<file path="config.mk">
export PLATFORM = sky130hd
export DESIGN_NAME = arm_reach_step_and_servo_solver
export DESIGN_NICKNAME = d
export VERILOG_FILES = /design/src/design/ars_pkg.sv /design/src/design/arm_reach_step_and_servo_solver.sv /design/src/design/ars_div.sv /design/src/design/ars_sqrt.sv
export SDC_FILE = /design/constraint.sdc
export NUM_CORES = 2
export LEC_CHECK = 0
export ABC_CLOCK_PERIOD_IN_PS = 11600
export BUFFER_PORTS_ARGS = -buffer_cell sky130_fd_sc_hd__buf_2
export CELL_PAD_IN_SITES_DETAIL_PLACEMENT = 1
export CELL_PAD_IN_SITES_GLOBAL_PLACEMENT = 2
export CORE_MARGIN = 2
export CORE_UTILIZATION = 42
export CTS_BUF_LIST = sky130_fd_sc_hd__clkbuf_16
export CTS_CLUSTER_SIZE = 40
export DETAILED_ROUTE_END_ITERATION = 8
export HOLD_SLACK_MARGIN = 0.08
export PLACE_DENSITY_LB_ADDON = 0.1
export SLEW_MARGIN = 20
export SYNTH_ARGS = -nofsm -noshare
export SYNTH_HDL_FRONTEND = slang
export SYNTH_SLANG_ARGS = --single-unit
</file>
<file path="constraint.sdc">
create_clock -name clk -period 11.6 [get_ports clk]
set_input_delay 2.32 -clock clk [delete_from_list [all_inputs] [get_ports clk]]
set_output_delay 2.32 -clock clk [all_outputs]
set_load 0.05 [all_outputs]
</file>
<file path="src/design/ars_pkg.sv">
package ars_pkg;

  // Sequencer states
  typedef enum logic [4:0] {
    ST_IDLE,
    ST_MDD,
    ST_MFF,
    ST_MUU,
    ST_MFD,
    ST_CHK,
    ST_DIV1,
    ST_H0,
    ST_H1,
    ST_H2,
    ST_H3,
    ST_SQW,
    ST_R1,
    ST_R2,
    ST_R3,
    ST_R4,
    ST_DIV2,
    ST_FIN
  } state_t;

  // Configuration register indexes
  typedef enum logic [2:0] {
    CFG_UPPER = 3'd0,
    CFG_FORE  = 3'd1,
    CFG_PAN   = 3'd2,
    CFG_BIAS  = 3'd3,
    CFG_MINR  = 3'd4
  } cfg_idx_t;

  localparam int DIV_STEPS = 17;

  // Divider start request
  typedef struct packed {
    logic        start;
    logic [22:0] rem_init;
    logic [16:0] dividend;
    logic [22:0] divisor;
  } div_req_t;

  // Divider status
  typedef struct packed {
    logic        busy;
    logic [16:0] quot;
  } div_rsp_t;

endpackage

</file>
<file path="src/design/arm_reach_step_and_servo_solver.sv">
// Two-link arm reach solver: base stepper delta and elbow servo value.
// Input channel (in_valid/in_ready) takes one grab request: distance_mm and
// pan_servo. The result channel (out_valid/out_ready) returns one result per
// request: step_delta, step_fail, elbow_target, elbow_fail, any_fail.
// Configuration channel (cfg_valid/cfg_ready, cfg_index, cfg_data) is always
// ready; write it only while no request is in flight. Unknown indexes are
// dropped.
// For a valid geometry a request runs a restoring divider for the cosine, a
// square root overlapped with the polynomial, and one shared 25x18 multiplier
// used in sequence; the final divide by 2304 is done as a reciprocal multiply.
// A rejected geometry skips the divider, the square root and the polynomial.
// One request at a time: in_ready is high only in the idle state, so a new
// request is not accepted until the previous result has gone to the output
// register.
// When out_ready is low the finished result waits in the sequencer and the
// output register holds; the next request is not accepted until it drains.
// Reset clears the stored step position to 0 and loads the default
// configuration (350, 350, 164, 220, 100).
module arm_reach_step_and_servo_solver #(
  parameter int STEP_LIMIT = 800
) (
  input  logic              clk,
  input  logic              rst_n,
  input  logic              in_valid,
  output logic              in_ready,
  input  logic [10:0]       in_distance_mm,
  input  logic [7:0]        in_pan_servo,
  output logic              out_valid,
  input  logic              out_ready,
  output logic signed [10:0] out_step_delta,
  output logic              out_step_fail,
  output logic [7:0]        out_elbow_target,
  output logic              out_elbow_fail,
  output logic              out_any_fail,
  input  logic              cfg_valid,
  output logic              cfg_ready,
  input  logic [2:0]        cfg_index,
  input  logic [10:0]       cfg_data
);

  localparam logic [9:0] LIMIT = 10'(STEP_LIMIT);

  ars_pkg::state_t state_r, state_nxt;

  // Configuration
  logic [9:0]  upper_r, fore_r;
  logic [7:0]  pan_c_r;
  logic [8:0]  bias_r;
  logic [10:0] minr_r;

  // Request and working registers
  logic [10:0]        d_r, d_nxt;
  logic [7:0]         pan_r, pan_nxt;
  logic signed [24:0] acc_r, acc_nxt;
  logic [16:0]        x_r, x_nxt;
  logic [16:0]        p_r, p_nxt;
  logic [14:0]        a_r, a_nxt;
  logic               neg_r, neg_nxt;
  logic               nneg_r, nneg_nxt;
  logic               geom_r, geom_nxt;
  logic [9:0]         last_r, last_nxt;

  // Shared multiplier
  logic signed [24:0] mul_a;
  logic signed [17:0] mul_b;
  logic signed [42:0] prod_r;

  // Output register
  logic               ov_r, ov_nxt;
  logic signed [10:0] o_delta_r, o_delta_nxt;
  logic               o_sfail_r, o_sfail_nxt;
  logic [7:0]         o_tgt_r, o_tgt_nxt;
  logic               o_efail_r, o_efail_nxt;

  ars_pkg::div_req_t div_req;
  ars_pkg::div_rsp_t div_rsp;
  logic              sq_start, sq_busy;
  logic [32:0]       sq_rad;
  logic [16:0]       sq_root;

  // Scratch
  logic [23:0]        den;
  logic [24:0]        mag;
  logic signed [26:0] hq;
  logic [17:0]        r_mag;
  logic [17:0]        r_fix;
  logic [14:0]        a_new;
  logic signed [24:0] n_sum;
  logic [24:0]        n_mag;
  logic [16:0]        j2;
  logic signed [18:0] ediff;
  logic               e_ok, s_ok;
  logic [16:0]        q;

  // Divide by 65536, rounding toward zero
  function automatic logic signed [26:0] tz16(input logic signed [42:0] v);
    logic signed [42:0] t;
    t = v + (v[42] ? 43'sd65535 : 43'sd0);
    return 27'(t >>> 16);
  endfunction

  ars_div u_div (
    .clk  (clk),
    .rst_n(rst_n),
    .req  (div_req),
    .rsp  (div_rsp)
  );

  ars_sqrt u_sqrt (
    .clk     (clk),
    .rst_n   (rst_n),
    .start   (sq_start),
    .radicand(sq_rad),
    .busy    (sq_busy),
    .root    (sq_root)
  );

  assign cfg_ready = 1'b1;
  assign in_ready  = (state_r == ars_pkg::ST_IDLE);

  // Sequencer: next state, working registers, multiplier operands, unit starts, results
  always_comb begin
    state_nxt = state_r;
    d_nxt     = d_r;
    pan_nxt   = pan_r;
    acc_nxt   = acc_r;
    x_nxt     = x_r;
    p_nxt     = p_r;
    a_nxt     = a_r;
    neg_nxt   = neg_r;
    nneg_nxt  = nneg_r;
    geom_nxt  = geom_r;
    last_nxt  = last_r;
    mul_a     = '0;
    mul_b     = '0;
    div_req   = '0;
    sq_start  = 1'b0;
    sq_rad    = 33'(({1'b0, 17'h10000} - {1'b0, div_rsp.quot})) << 16;
    ov_nxt      = ov_r && !out_ready;
    o_delta_nxt = o_delta_r;
    o_sfail_nxt = o_sfail_r;
    o_tgt_nxt   = o_tgt_r;
    o_efail_nxt = o_efail_r;

    den   = {prod_r[22:0], 1'b0};
    mag   = acc_r[24] ? 25'(-acc_r) : 25'(acc_r);
    hq    = tz16(prod_r);
    r_mag = prod_r[33:16];
    r_fix = neg_r ? (18'd205887 - r_mag) : r_mag;
    a_new = prod_r[22:8];
    n_sum = acc_r + 25'(prod_r);
    n_mag = n_sum[24] ? 25'(-n_sum) : 25'(n_sum);
    // Base position magnitude, held in x_r once the divide by 2304 is done
    q     = x_r;

    // Base path check
    s_ok = geom_r && (!nneg_r || q == 17'd0) && (q <= {7'd0, LIMIT});
    // Elbow path check
    j2    = 17'({2'b0, a_r} + 17'd4864) << 1;
    ediff = 19'({bias_r, 8'd0}) - 19'(j2);
    e_ok  = geom_r && ({1'b0, d_r} <= ({2'b0, upper_r} + {2'b0, fore_r}))
            && (d_r >= minr_r) && (j2 <= 17'd40960) && (ediff > -19'sd256)
            && (ediff[18] || (ediff[18:8] <= 11'd250));

    case (state_r)
      ars_pkg::ST_IDLE: begin
        if (in_valid) begin
          d_nxt     = in_distance_mm;
          pan_nxt   = in_pan_servo;
          state_nxt = ars_pkg::ST_MDD;
        end
      end
      ars_pkg::ST_MDD: begin
        mul_a     = 25'(d_r);
        mul_b     = 18'(d_r);
        state_nxt = ars_pkg::ST_MFF;
      end
      ars_pkg::ST_MFF: begin
        acc_nxt   = 25'(prod_r);
        mul_a     = 25'(fore_r);
        mul_b     = 18'(fore_r);
        state_nxt = ars_pkg::ST_MUU;
      end
      ars_pkg::ST_MUU: begin
        acc_nxt   = acc_r + 25'(prod_r);
        mul_a     = 25'(upper_r);
        mul_b     = 18'(upper_r);
        state_nxt = ars_pkg::ST_MFD;
      end
      ars_pkg::ST_MFD: begin
        acc_nxt   = acc_r - 25'(prod_r);
        mul_a     = 25'(fore_r);
        mul_b     = 18'(d_r);
        state_nxt = ars_pkg::ST_CHK;
      end
      ars_pkg::ST_CHK: begin
        neg_nxt  = acc_r[24];
        geom_nxt = (den != 24'd0) && ({1'b0, den} >= mag);
        if ((den != 24'd0) && ({1'b0, den} >= mag)) begin
          div_req.start    = 1'b1;
          div_req.rem_init = mag[23:1];
          div_req.dividend = {mag[0], 16'd0};
          div_req.divisor  = den[22:0];
          state_nxt        = ars_pkg::ST_DIV1;
        end else begin
          state_nxt = ars_pkg::ST_FIN;
        end
      end
      ars_pkg::ST_DIV1: begin
        if (!div_rsp.busy) begin
          x_nxt     = div_rsp.quot;
          sq_start  = 1'b1;
          state_nxt = ars_pkg::ST_H0;
        end
      end
      ars_pkg::ST_H0: begin
        mul_a     = -25'sd1227;
        mul_b     = 18'(x_r);
        state_nxt = ars_pkg::ST_H1;
      end
      ars_pkg::ST_H1: begin
        mul_a     = 25'(hq + 27'sd4867);
        mul_b     = 18'(x_r);
        state_nxt = ars_pkg::ST_H2;
      end
      ars_pkg::ST_H2: begin
        mul_a     = 25'(hq - 27'sd13901);
        mul_b     = 18'(x_r);
        state_nxt = ars_pkg::ST_H3;
      end
      ars_pkg::ST_H3: begin
        p_nxt     = 17'(hq + 27'sd102939);
        state_nxt = ars_pkg::ST_SQW;
      end
      ars_pkg::ST_SQW: begin
        if (!sq_busy) begin
          mul_a     = 25'(p_r);
          mul_b     = 18'(sq_root);
          state_nxt = ars_pkg::ST_R1;
        end
      end
      ars_pkg::ST_R1: begin
        mul_a     = 25'(r_fix);
        mul_b     = 18'sd40;
        state_nxt = ars_pkg::ST_R2;
      end
      ars_pkg::ST_R2: begin
        a_nxt     = a_new;
        mul_a     = 25'(a_new) + 25'sd28416;
        mul_b     = 18'sd40;
        state_nxt = ars_pkg::ST_R3;
      end
      ars_pkg::ST_R3: begin
        acc_nxt   = 25'(prod_r);
        mul_a     = 25'(pan_r) - 25'(pan_c_r);
        mul_b     = 18'sd9216;
        state_nxt = ars_pkg::ST_R4;
      end
      ars_pkg::ST_R4: begin
        // |sum| / 2304 = floor((|sum| >> 8) / 9); divide by 9 as a multiply by
        // ceil(2^19 / 9), exact for operands below 74898
        nneg_nxt  = n_sum[24];
        mul_a     = 25'(n_mag[24:8]);
        mul_b     = 18'sd58255;
        state_nxt = ars_pkg::ST_DIV2;
      end
      ars_pkg::ST_DIV2: begin
        x_nxt     = prod_r[35:19];
        state_nxt = ars_pkg::ST_FIN;
      end
      ars_pkg::ST_FIN: begin
        if (!ov_r || out_ready) begin
          ov_nxt      = 1'b1;
          o_sfail_nxt = !s_ok;
          o_efail_nxt = !e_ok;
          o_delta_nxt = s_ok ? (11'({1'b0, q[9:0]}) - 11'({1'b0, last_r})) : 11'sd0;
          o_tgt_nxt   = (e_ok && !ediff[18]) ? ediff[15:8] : 8'd0;
          if (s_ok) begin
            last_nxt = q[9:0];
          end
          state_nxt = ars_pkg::ST_IDLE;
        end
      end
      default: begin
        state_nxt = ars_pkg::ST_IDLE;
      end
    endcase
  end

  // Control and configuration registers
  always_ff @(posedge clk) begin
    if (!rst_n) begin
      state_r <= ars_pkg::ST_IDLE;
      ov_r    <= 1'b0;
      last_r  <= '0;
      upper_r <= 10'd350;
      fore_r  <= 10'd350;
      pan_c_r <= 8'd164;
      bias_r  <= 9'd220;
      minr_r  <= 11'd100;
    end else begin
      state_r <= state_nxt;
      ov_r    <= ov_nxt;
      last_r  <= last_nxt;
      if (cfg_valid) begin
        case (cfg_index)
          ars_pkg::CFG_UPPER: upper_r <= cfg_data[9:0];
          ars_pkg::CFG_FORE:  fore_r  <= cfg_data[9:0];
          ars_pkg::CFG_PAN:   pan_c_r <= cfg_data[7:0];
          ars_pkg::CFG_BIAS:  bias_r  <= cfg_data[8:0];
          ars_pkg::CFG_MINR:  minr_r  <= cfg_data;
          default: begin
          end
        endcase
      end
    end
  end

  // Datapath registers
  always_ff @(posedge clk) begin
    d_r       <= d_nxt;
    pan_r     <= pan_nxt;
    acc_r     <= acc_nxt;
    x_r       <= x_nxt;
    p_r       <= p_nxt;
    a_r       <= a_nxt;
    neg_r     <= neg_nxt;
    nneg_r    <= nneg_nxt;
    geom_r    <= geom_nxt;
    prod_r    <= 43'(mul_a * mul_b);
    o_delta_r <= o_delta_nxt;
    o_sfail_r <= o_sfail_nxt;
    o_tgt_r   <= o_tgt_nxt;
    o_efail_r <= o_efail_nxt;
  end

  assign out_valid        = ov_r;
  assign out_step_delta   = o_delta_r;
  assign out_step_fail    = o_sfail_r;
  assign out_elbow_target = o_tgt_r;
  assign out_elbow_fail   = o_efail_r;
  assign out_any_fail     = o_sfail_r | o_efail_r;

endmodule

</file>
<file path="src/design/ars_div.sv">
module ars_div (
  input  logic              clk,
  input  logic              rst_n,
  input  ars_pkg::div_req_t req,
  output ars_pkg::div_rsp_t rsp
);

  logic [23:0] rem_r, rem_nxt;
  logic [16:0] sr_r, sr_nxt;
  logic [16:0] q_r, q_nxt;
  logic [22:0] div_r, div_nxt;
  logic [4:0]  cnt_r, cnt_nxt;
  logic        busy_r, busy_nxt;
  logic [23:0] trial;
  logic        ge;

  // One restoring step per cycle
  always_comb begin
    trial    = {rem_r[22:0], sr_r[16]};
    ge       = trial >= {1'b0, div_r};
    rem_nxt  = rem_r;
    sr_nxt   = sr_r;
    q_nxt    = q_r;
    div_nxt  = div_r;
    cnt_nxt  = cnt_r;
    busy_nxt = busy_r;
    if (req.start) begin
      rem_nxt  = {1'b0, req.rem_init};
      sr_nxt   = req.dividend;
      q_nxt    = '0;
      div_nxt  = req.divisor;
      cnt_nxt  = 5'(ars_pkg::DIV_STEPS);
      busy_nxt = 1'b1;
    end else if (busy_r) begin
      rem_nxt = ge ? (trial - {1'b0, div_r}) : trial;
      sr_nxt  = {sr_r[15:0], 1'b0};
      q_nxt   = {q_r[15:0], ge};
      cnt_nxt = cnt_r - 5'd1;
      if (cnt_r == 5'd1) begin
        busy_nxt = 1'b0;
      end
    end
  end

  always_ff @(posedge clk) begin
    if (!rst_n) begin
      busy_r <= 1'b0;
      cnt_r  <= '0;
    end else begin
      busy_r <= busy_nxt;
      cnt_r  <= cnt_nxt;
    end
    rem_r <= rem_nxt;
    sr_r  <= sr_nxt;
    q_r   <= q_nxt;
    div_r <= div_nxt;
  end

  assign rsp.busy = busy_r;
  assign rsp.quot = q_r;

endmodule

</file>
<file path="src/design/ars_sqrt.sv">
module ars_sqrt (
  input  logic        clk,
  input  logic        rst_n,
  input  logic        start,
  input  logic [32:0] radicand,
  output logic        busy,
  output logic [16:0] root
);

  logic [33:0] v_r, v_nxt;
  logic [33:0] res_r, res_nxt;
  logic [33:0] bit_r, bit_nxt;
  logic        busy_r, busy_nxt;
  logic [33:0] trial;

  // Digit-by-digit root, two radicand bits per cycle
  always_comb begin
    trial    = res_r + bit_r;
    v_nxt    = v_r;
    res_nxt  = res_r;
    bit_nxt  = bit_r;
    busy_nxt = busy_r;
    if (start) begin
      v_nxt    = {1'b0, radicand};
      res_nxt  = '0;
      bit_nxt  = 34'd1 << 32;
      busy_nxt = 1'b1;
    end else if (busy_r) begin
      if (v_r >= trial) begin
        v_nxt   = v_r - trial;
        res_nxt = (res_r >> 1) + bit_r;
      end else begin
        res_nxt = res_r >> 1;
      end
      bit_nxt = bit_r >> 2;
      if (bit_r == 34'd1) begin
        busy_nxt = 1'b0;
      end
    end
  end

  always_ff @(posedge clk) begin
    if (!rst_n) begin
      busy_r <= 1'b0;
    end else begin
      busy_r <= busy_nxt;
    end
    v_r   <= v_nxt;
    res_r <= res_nxt;
    bit_r <= bit_nxt;
  end

  assign busy = busy_r;
  assign root = res_r[16:0];

endmodule

</file>
==> impl_metrics.json <==
{
  "status": "complete, no violations",
  "period_minus_slack_ns": 11.11,
  "path_buf_inv": 9,
  "p_switching_mw": 1.63,
  "numPortBuffers": 61,
  "synth_top_family_by_area": "adder cells",
  "drc": 0,
  "synth_nets": 5941,
  "synth_warnings": 0,
  "power_frac_clock": 0.360,
  "clockBufferDepth": 3,
  "pwr-share-seq": 0.341,
  "syn_area_um2": 44500,
  "die_y_um": 330,
  "cts_sinks": 378,
  "final_net_count": 6005,
  "synthMuxAreaShare": 0.0243,
  "rows": 119,
  "ys.flop_type": "dfxtp_1",
  "path_delay_family": "adder cells",
  "antenna_found_initial": 1,
  "crit_arrival_ns": 11.63,
  "yosysMostFrequentCell": "inv_1",
  "end_kind": "flip-flop",
  "grt_pass1_vias": 39600,
  "cp_common_cell": "fa_1",
  "fin_crit_sh": 0.958,
  "synth_area_per_cell_um2": 8.71,
  "rsz0062_at_grt": "true",
  "cpMaxStageDelayCell": "fa_1",
  "cts_hold_buf": 0,
  "multi_input_area_um2": 32000,
  "fillers": 12300,
  "setup_viol": 0,
  "postSynth.asyncResetShare": 0,
  "synth_xor_area_frac": 0.0636,
  "maxCapViolCount": 0,
  "synth_common_cells": "inv_1, nand2_1, fa_1",
  "clock.fmax_mhz": 90.0,
  "fin_area_um2": 48800,
  "synth_cell_types": 115,
  "p_int_mw": 2.85,
  "cts_tree": "yes",
  "die_area_um2": 109000,
  "finalHoldViolCount": 0,
  "yosysTopAreaCell": "fa_1",
  "combPwrFrac": 0.299,
  "ys_seq_area_frac": 0.211,
  "hpwl_um": 126000,
  "cts-root-buf": "clkbuf_16",
  "cpPeakStageDelay_ns": 0.55,
  "hp-class": "flip-flop to flip-flop",
  "startpoint_type": "flip-flop",
  "synth_compound_area_frac": 0.163,
  "synth-seq-cells": 378,
  "drive_gt1_frac": 0.0897,
  "via_count": 37900,
  "drv_slew": 0,
  "drt-initial-drc-count": 2747,
  "regArea_um2": 9370,
  "postPlaceCellArea_um2": 46900,
  "maxSlewHeadroom": 0.230,
  "path_max_fanout": 17,
  "initial_core_util": 0.423,
  "yosys-top-cells-area": "fa_1, edfxtp_1, ha_1",
  "synthToLayoutAreaGrowth_pct": 9.68,
  "cellPowerDensity_nw_per_um2": 91.7,
  "swShare": 0.364,
  "htree_levels": 2,
  "wl_per_cell_um": 24.0,
  "power.leakage_nw": 21.9,
  "clk_transition_reported_paths_ns": 0.06,
  "synthCells": 5112,
  "first_pass_iters": 6,
  "finClkSkew_ns": 0.0424,
  "synth-simple-area-share": 0.170,
  "clk-insertion-delay-late_ns": 0.66,
  "grt_usage": 0.295,
  "worst_pin_slew_ns": 1.15,
  "worst_ep_required_time_ns": 12.12,
  "synth_top_cell_area_share": 0.190,
  "peakVddDrop_uv": 112,
  "drt_wl_total_um": 158000,
  "critical_path_class": "flip-flop to flip-flop",
  "synth_edf_count": 180,
  "antenna_left": 0,
  "core_um2": 105000,
  "gp_congestion": 0.945,
  "synthAdderAreaFrac": 0.294,
  "overflow": 0,
  "grt_max_degree": 84,
  "power.total_mw": 4.48,
  "vias_per_cell": 5.74,
  "grt_first_pass_wirelength_um": 245000,
  "numCtsBuffers": 49,
  "dieWidth_um": 330,
  "io-pin-count": 63
}
[power by group through the flow]
stage	combinational, mW	sequential (mW)	clock [mW]
3_5_place_dp	1.31	1.56	0
6_report	1.34	1.53	1.61
3_3_place_gp	1.30	1.55	0
5_1_grt	1.46	1.53	1.69
2_1_floorplan	0.867	1.53	0
4_1_cts	1.32	1.53	1.65
[cell usage in the layout, fill, tap and decap left out, types with 53 or more instances in the layout]
master    instances
edfxtp_1        180
buf_4           163
o21ai_0         170
xnor2_1         198
nand2b_1         53
and2_1           71
and3_1           57
a31oi_1          56
fa_1            423
xor2_1          118
a21o_1          102
nand3_1          92
ha_1            365
nand2_1         525
a21oi_1         273
dfxtp_1         197
nor3_1           82
nor2_1          399
inv_1           665
buf_2            61
mux2i_1          75
nor2b_1          78
[worst paths after layout]
path            startpoint             to  slack [ns]  cells after the start
max             prod_r[42]     prod_r[39]        0.49                     40
min          u_sqrt.v_r[8]  u_sqrt.v_r[8]        0.46                      2
max reg2reg     prod_r[42]     prod_r[39]        0.49                     40
min reg2reg  u_sqrt.v_r[8]  u_sqrt.v_r[8]        0.46                      2
[sequential cells by signal, summed over array words and instances (netlist names), 11 cells and up]
signal	count
a_r	15
acc_r	25
d_r	11
minr_r	11
out_step_delta	11
p_r	17
prod_r	42
q	17
u_div.div_r	22
u_div.q_r	17
u_div.rem_r	23
u_sqrt.bit_r	17
u_sqrt.res_r	34
u_sqrt.v_r	34
[layout make-up]
type / instances / area share
tap: 1391 / 0.0357
clock inverter: 40 / 0.00736
antenna: 1 / 0.0000513
timing repair buffer: 225 / 0.0316
sequential: 378 / 0.192
multi-input combinational: 3859 / 0.656
clock buffer: 52 / 0.0267
inverter: 663 / 0.0510
[kinds of logic (layout without fill, tap and decap cells)]
group	after synthesis	in the layout
DFF	378	378
muxes	102	102
xor gates and xnor gates	319	319
buffers and inverters	875	980
adders and majority gates	791	791
AOI/OAI and AO/OA	1070	1070
and+or+nand+nor	1576	1576
other	1	2
[what timing repair did]
action / 4_1_cts / 5_1_grt
setup endpoints to repair: 1 / 12
pin swaps: 0 / 8
setup buffers: 0 / 14
gates resized for setup: 1 / 27
[layer usage]
layer / GRT usage / vias to the layer above / routed length (µm)
li1: - / 17500 / -
met1: 0.413 / 19200 / 72000
met2: 0.469 / 1013 / 71100
met3: 0.0428 / 228 / 9460
met4: 0.0935 / 0 / 5720
met5: 0 / - / 0
[worst min-delay path: stages, from the launching register on]
cell and delay [ns]:
dfxtp_1 0.31, nand2_1 0.05, a21oi_1 0.05
[per-stage QoR]
stage | setup WS, ns | utilization | instances | setup TNS (ns) | hold slack (ns)
finish | 0.488 | 0.464 | 6609 | 0 | 0.462
detailed placement | 0.0385 | 0.446 | 6502 | 0 | 0.462
global route | -0.0447 | 0.464 | 6608 | -0.0447 | 0.488
global placement | 0.199 | 0.446 | 6502 | 0 | 0.445
floorplan | 1.06 | - | 5112 | 0 | 0.436
CTS | 0.0171 | 0.462 | 6594 | 0 | 0.470
No activity file was read; power rests on OpenSTA's default activity.
